--- src/rtl/bgc_div_cell.sv ---
// ----------------------------------------------------------------------------
// bgc_div_cell
// One restoring division step: decides one quotient bit and hands the
// partial remainder, divisor and sideband to the next cell.
// ----------------------------------------------------------------------------
module bgc_div_cell #(
  parameter int NW    = 8,
  parameter int DW    = 8,
  parameter int QW    = 8,
  parameter int SW    = 1,
  parameter int SHIFT = 0
) (
  input  logic          clk,
  input  logic          rst_n,
  input  logic          valid_i,
  input  logic [NW-1:0] rem_i,
  input  logic [DW-1:0] den_i,
  input  logic [QW-1:0] quo_i,
  input  logic [SW-1:0] side_i,
  output logic          valid_o,
  output logic [NW-1:0] rem_o,
  output logic [DW-1:0] den_o,
  output logic [QW-1:0] quo_o,
  output logic [SW-1:0] side_o
);

  localparam int CW = (NW > DW + SHIFT + 1) ? NW : DW + SHIFT + 1;

  logic [CW-1:0] dsh;
  logic          ge;
  logic          valid_r;
  logic [NW-1:0] rem_r;
  logic [DW-1:0] den_r;
  logic [QW-1:0] quo_r;
  logic [SW-1:0] side_r;

  always_comb begin
    dsh = CW'(den_i) << SHIFT;
    ge  = (CW'(rem_i) >= dsh);
  end

  always_ff @(posedge clk) begin
    if (!rst_n) begin
      valid_r <= 1'b0;
    end else begin
      valid_r <= valid_i;
    end
  end

  always_ff @(posedge clk) begin
    rem_r  <= ge ? NW'(CW'(rem_i) - dsh) : rem_i;
    den_r  <= den_i;
    quo_r  <= {quo_i[QW-2:0], ge};
    side_r <= side_i;
  end

  assign valid_o = valid_r;
  assign rem_o   = rem_r;
  assign den_o   = den_r;
  assign quo_o   = quo_r;
  assign side_o  = side_r;

endmodule

--- src/rtl/bgc_divider.sv ---
// ----------------------------------------------------------------------------
// bgc_divider
// Pipelined unsigned divider built as a row of restoring cells, one quotient
// bit per cell. The caller guarantees num < den * 2^QW.
// ----------------------------------------------------------------------------
module bgc_divider #(
  parameter int NW = 8,
  parameter int DW = 8,
  parameter int QW = 8,
  parameter int SW = 1
) (
  input  logic          clk,
  input  logic          rst_n,
  input  logic          valid_i,
  input  logic [NW-1:0] num_i,
  input  logic [DW-1:0] den_i,
  input  logic [SW-1:0] side_i,
  output logic          valid_o,
  output logic [QW-1:0] quo_o,
  output logic [SW-1:0] side_o
);

  logic          valid_c [0:QW];
  logic [NW-1:0] rem_c   [0:QW];
  logic [DW-1:0] den_c   [0:QW];
  logic [QW-1:0] quo_c   [0:QW];
  logic [SW-1:0] side_c  [0:QW];

  assign valid_c[0] = valid_i;
  assign rem_c[0]   = num_i;
  assign den_c[0]   = den_i;
  assign quo_c[0]   = '0;
  assign side_c[0]  = side_i;

  for (genvar k = 0; k < QW; k++) begin : g_cell
    bgc_div_cell #(
      .NW(NW), .DW(DW), .QW(QW), .SW(SW), .SHIFT(QW - 1 - k)
    ) u_cell (
      .clk    (clk),
      .rst_n  (rst_n),
      .valid_i(valid_c[k]),
      .rem_i  (rem_c[k]),
      .den_i  (den_c[k]),
      .quo_i  (quo_c[k]),
      .side_i (side_c[k]),
      .valid_o(valid_c[k+1]),
      .rem_o  (rem_c[k+1]),
      .den_o  (den_c[k+1]),
      .quo_o  (quo_c[k+1]),
      .side_o (side_c[k+1])
    );
  end

  assign valid_o = valid_c[QW];
  assign quo_o   = quo_c[QW];
  assign side_o  = side_c[QW];

endmodule

--- config.mk ---
export PLATFORM = sky130hd
export DESIGN_NAME = bgc_divider
export DESIGN_NICKNAME = d
export VERILOG_FILES = /design/src/rtl/bgc_div_cell.sv /design/src/rtl/bgc_divider.sv
export SDC_FILE = /design/constraint.sdc
export NUM_CORES = 1
export LEC_CHECK = 0
export ABC_AREA = 0
export BUFFER_PORTS_ARGS = -buffer_cell sky130_fd_sc_hd__buf_2
export CAP_MARGIN = 20
export CORE_UTILIZATION = 35
export CTS_BUF_LIST = sky130_fd_sc_hd__clkbuf_16
export DETAILED_ROUTE_END_ITERATION = 10
export GPL_TIMING_DRIVEN = 0
export PLACE_DENSITY = 0.63
export SETUP_SLACK_MARGIN = 0.5
export SLEW_MARGIN = 40
export SYNTH_ARGS = -nofsm -noshare
export SYNTH_HDL_FRONTEND = slang
export SYNTH_SLANG_ARGS = --single-unit
--- constraint.sdc ---
create_clock -name clk -period 3.8 [get_ports clk]
set_input_delay 0.19 -clock clk [delete_from_list [all_inputs] [get_ports clk]]
set_output_delay 0.19 -clock clk [all_outputs]
set_load 0.02 [all_outputs]
Word-level counts from Yosys, hierarchy flattened
Cells that the tools add are included.
{ "totals": {"reg_bits": 164, "latchBits": 0, "mem_bits_rw": 0, "rom_bits": 0, "in_bits": 20, "n_memories": 0} }
{ "op_classes": {"add_sub_neg": 7, "multipliers": 0, "div": 0, "order_cmp": 8, "eq_ne": 0, "n_shift": 0, "n_mux": 7, "n_bitwise": 0, "reduce_logical": 0} }
{ "ops": {"columns": ["op", "count"], "rows": [
  ["2-to-1 mux 8 bit", 7],
  ["subtractor 8 bit", 7],
  [">= comparator 8 x 15 -> 1 bit", 1],
  [">= comparator 8 x 14 -> 1 bit", 1],
  [">= comparator 8 x 13 -> 1 bit", 1],
  [">= comparator 8 x 12 -> 1 bit", 1],
  [">= comparator 8 x 11 -> 1 bit", 1],
  [">= comparator 8 x 10 -> 1 bit", 1],
  [">= comparator 8 x 9 -> 1 bit", 1],
  [">= comparator 8 bit", 1]
]} }

Longest topological paths before layout
{ "logic_depth": {"depth_word": 2, "depth_mapped": 10, "depth_no_buf": 9} }

Hierarchy
A second synthesis with hierarchy kept.
{ "hier_totals": {"cells_unflattened": 491, "hier_area_um2": 6478.7} }
{ "modules_own_cells": {"columns": ["mod", "instances", "cells_per_inst", "area_per_inst_um2", "seq_area_each_um2"], "rows": [
  ["bgc_div_cell at g_cell[7].u_cell", 1, 91, 1031.0, 520.5],
  ["bgc_div_cell at g_cell[6].u_cell", 1, 80, 937.1, 520.5],
  ["bgc_div_cell at g_cell[5].u_cell", 1, 77, 897.1, 520.5],
  ["bgc_div_cell at g_cell[4].u_cell", 1, 62, 857.1, 520.5],
  ["bgc_div_cell at g_cell[3].u_cell", 1, 53, 759.5, 520.5],
  ["bgc_div_cell at g_cell[2].u_cell", 1, 46, 701.9, 520.5],
  ["bgc_div_cell at g_cell[1].u_cell", 1, 40, 664.4, 520.5],
  ["bgc_div_cell at g_cell[0].u_cell", 1, 41, 626.9, 520.5],
  ["bgc_divider", 1, 1, 3.8, 0.0]
]} }

Worst setup path after synthesis
No wires, ideal clock.
{ "synth_path": {"path_kind": "register -> register", "startpoint": "reg g_cell[5].u_cell.rem_r[1]", "endpoint": "reg g_cell[6].u_cell.rem_r[3]", "setup_ns": 0.121, "arrival_time_ns": 1.876, "required_time_ns": 3.679, "slack_ns": 1.803, "stages_incl_launch_ff": 9, "path_buffers": 1, "path_cell_list": "dfxtp_1 inv_1 ha_1 fa_1 nand2b_1 a21oi_1 o31a_1 buf_2 mux2_2"} }
{ "synth_between": {"elab_chain_len": 2} }
{ "synth_rtl": {"columns": ["item", "line", "source"], "rows": [
  ["from (decl)", "bgc_div_cell.sv:32", "logic [NW-1:0] rem_r;"],
  ["from (signal assigned)", "bgc_div_cell.sv:51", "rem_r <= ge ? NW'(CW'(rem_i) - dsh) : rem_i;"],
  [">= comparator 8 x 9 -> 1 bit", "bgc_div_cell.sv:39", "ge = (CW'(rem_i) >= dsh);"],
  ["net g_cell[6].u_cell.ge", "bgc_div_cell.sv:30", "logic ge;"],
  ["2-to-1 mux 8 bit", "bgc_div_cell.sv:51", null],
  ["to (signal assigned)", "bgc_div_cell.sv:51", null],
  ["to (decl)", "bgc_div_cell.sv:32", null]
]} }
The timed path passes the listed nets, and every way through them passes these cells.
A chain may end at the register's enable or synchronous reset.

Final worst setup path
{ "layout_path": {"startpoint": "reg g_cell[5].u_cell.rem_r[1]", "endpoint": "reg g_cell[6].u_cell.rem_r[4]"} }
The elaborated chain is that of the path after synthesis.

==> results.cfg <==
[die]
rows = 43
die_w_um = 123
ioPinCount = 30
core_um2 = 14000
dieArea_um2 = 15000
die_y_um = 123
initial_utilization_pct = 36.2

[power]
p_seq_share_pct = 50.2
p_switching_w = 0.000848
ir_drop_mv = 0.407
power.total_w = 0.00373
p_leak_nw = 2.77
switching_share_pct = 22.7
power_frac_comb_pct = 8.8
internal-power_w = 0.00288
p_per_area_nw_per_um2 = 605
pwr-share-clk_pct = 41.0

[clock_tree]
cts-root-buf = clkbuf_16
cts_max_path_buffers = 2
clock_sinks = 164
cts_buffers = 17
cts_resized = 0
cts.clk_slew.worst_paths_ps = 60
htree_levels = 4
clk_latency_ps = 410
cts_tree = built

[drt]
postRouteAntennaNets = 0
vias = 2855
viasPerCell = 4.31
drtIter0Drc = 116
wl_um = 7200
first_pass_iters = 4
drc_errors = 0
routedWlPerCell_um = 10.9

[placed_design]
numPortBuffers = 29
dp_hpwl_um = 5110
gp_congestion = 0.849

[synthesis]
ys_warn_count = 0
postSynth.asyncResetShare_pct = 0
synth_cells = 407
synth_edf_count = 0
synth_area_leaders = dfxtp_1 65%, ha_1 8.9%, inv_1 3.8%, fa_1 2.4%, mux2i_1 2.2%
postSynthAreaPerCell_um2 = 12.5
synth_top_area_share_pct = 64.5
yosysTopAreaCell = dfxtp_1
synth_most_common_cell = dfxtp_1
synth.distinct_cells = 45
synthTopCellsByCount = 164 x dfxtp_1, 51 x inv_1, 36 x ha_1
synth_ff_type = dfxtp_1
ys_ff_latch = 164
syn-num-nets = 469
yosysSeqAreaShare_pct = 64.5
syn_area_um2 = 5090

[global_route]
grt.overflow.total = 0
antenna_found_initial = 0
grt_max_degree = 17
grt_pass1_vias = 2901
grt_pass1_wl_um = 12300
grt_util_all_layers_pct = 10.8

[run_status]
status = finished, final reports clean

[cells_and_area]
area_growth_syn_to_layout_pct = 21.2
drive_above_1_share_pct = 14.5
utilization_pct = 43.9
nets = 534
antenna_cells = 0

[sta]
rsz0062_at_grt = no
setup_tns_ps = 0
slew_headroom_pct = 69.6
max_freq_mhz = 443
setup_viol = 0
fin_crit_sh_pct = 59.5
finalMaxSlewViolations = 0
period_needed_ps = 2260
hold_violations = 0
worst_pin_slew_ps = 451
skew_ps = 5.74

[hold_path]
hp-class = in2reg

[critical_path]
end_kind = register
crit_arrival_ps = 2550
critPathKind = reg2reg
worst_ep_required_time_ps = 4090
critPathMaxFanout = 10
critPathLaunchType = register

[flow_run]
cap_violations = 0
## placed cells by master, fill, tap and decap left out, drive strengths merged, types with 3 or more instances in the layout
master	instances
o21a	3
fa	6
inv	53
dlygate4sd3	17
ha	36
or4	3
mux2	8
dfxtp	164
xnor2	8
nand2b	5
a21oi	15
clkbuf	19
nand3	3
o31a	3
and2	8
nand4	3
nand2	10
nor2b	5
mux2i	11
clkinv	8
o31ai	3
buf	30
a21o	5
nor2	13
o21ai	11
nor4	6
## registers in the layout, summed over array words and instances, names as in the netlist
name / cells
g_cell.u_cell.den_o: 56
g_cell.u_cell.rem_o: 56
g_cell.u_cell.quo_o: 36
g_cell.u_cell.side_o: 8
g_cell.u_cell.valid_o: 8
## path summary, 6_finish.rpt
path,cells past startpoint,startpoint,end,slack (ps)
hold reg to reg,0,g_cell[6].u_cell.quo_o[0],g_cell[7].u_cell.quo_o[1],320
hold / removal,3,num_i[7],g_cell[0].u_cell.rem_o[7],60
setup / recovery,8,g_cell[5].u_cell.rem_o[1],g_cell[6].u_cell.rem_o[4],1540
setup reg to reg,8,g_cell[5].u_cell.rem_o[1],g_cell[6].u_cell.rem_o[4],1540
## routing by layer
layer	global-route usage [%]	up-vias	wire length [um]
met4	4.80	0	133
li1	-	1491	-
met5	0	-	0
met2	19.5	44	3660
met1	10.4	1309	3100
met3	5.16	11	304
## layout make-up
| class | instances | area, um^2 |
|---|---|---|
| clock buffers | 17 | 425 |
| repair buffers | 46 | 315 |
| fillers | 1276 | 7880 |
| clock inverters | 13 | 111 |
| plain buffers | 3 | 12.5 |
| inverters | 51 | 191 |
| multi-input cells | 189 | 1600 |
| well taps | 180 | 225 |
| flip-flops and latches | 164 | 3280 |
## what timing repair did
item,in CTS,in global routing
hold endpoints to repair,17,0
buffers inserted,0,0
hold buffers,17,0
## through the flow
step | hold WS (ps) | instance area [um^2] | setup slack (ps) | instances
2_1_floorplan | 218 | 5090 | 1800 | 407
5_1_grt | 60.4 | 6170 | 1400 | 663
3_3_place_gp | 295 | 5460 | 1620 | 616
6_report | 56.5 | 6170 | 1540 | 663
3_5_place_dp | 296 | 5460 | 1550 | 616
4_1_cts | 35.1 | 6170 | 1520 | 663
## kinds of logic (layout without fill, tap and decap cells)
| group | Yosys count | after routing | share of synthesized area (%) |
|---|---|---|---|
| AO/OA/AOI/OAI | 55 | 55 | 7.57 |
| XOR/XNOR | 9 | 9 | 1.55 |
| adder cells (fa/ha/maj) | 42 | 42 | 11.2 |
| buffers and inverters | 54 | 130 | 4.01 |
| flip-flops | 164 | 164 | 64.5 |
| multiplexers | 19 | 19 | 4.01 |
| AND/OR/NAND/NOR | 64 | 64 | 7.13 |
## worst max-delay path, cell delays in order, from the launching register on
cell and delay (ps):
dfxtp_1 330, inv_1 50, ha_1 200, fa_1 410, nand2b_1 190, a21oi_1 220
o31a_1 170, buf_2 220, mux2_2 360
## power by group through the flow
| stage | Clock (W) | Sequential, W | Combinational [W] |
|---|---|---|---|
| 2_1_floorplan | 0 | 0.00191 | 0.000232 |
| 3_3_place_gp | 0 | 0.00191 | 0.000297 |
| 3_5_place_dp | 0 | 0.00191 | 0.000314 |
| 4_1_cts | 0.00158 | 0.00188 | 0.000330 |
| 5_1_grt | 0.00166 | 0.00188 | 0.000372 |
| 6_report | 0.00153 | 0.00187 | 0.000327 |
No activity file was read; power rests on OpenSTA's default activity.
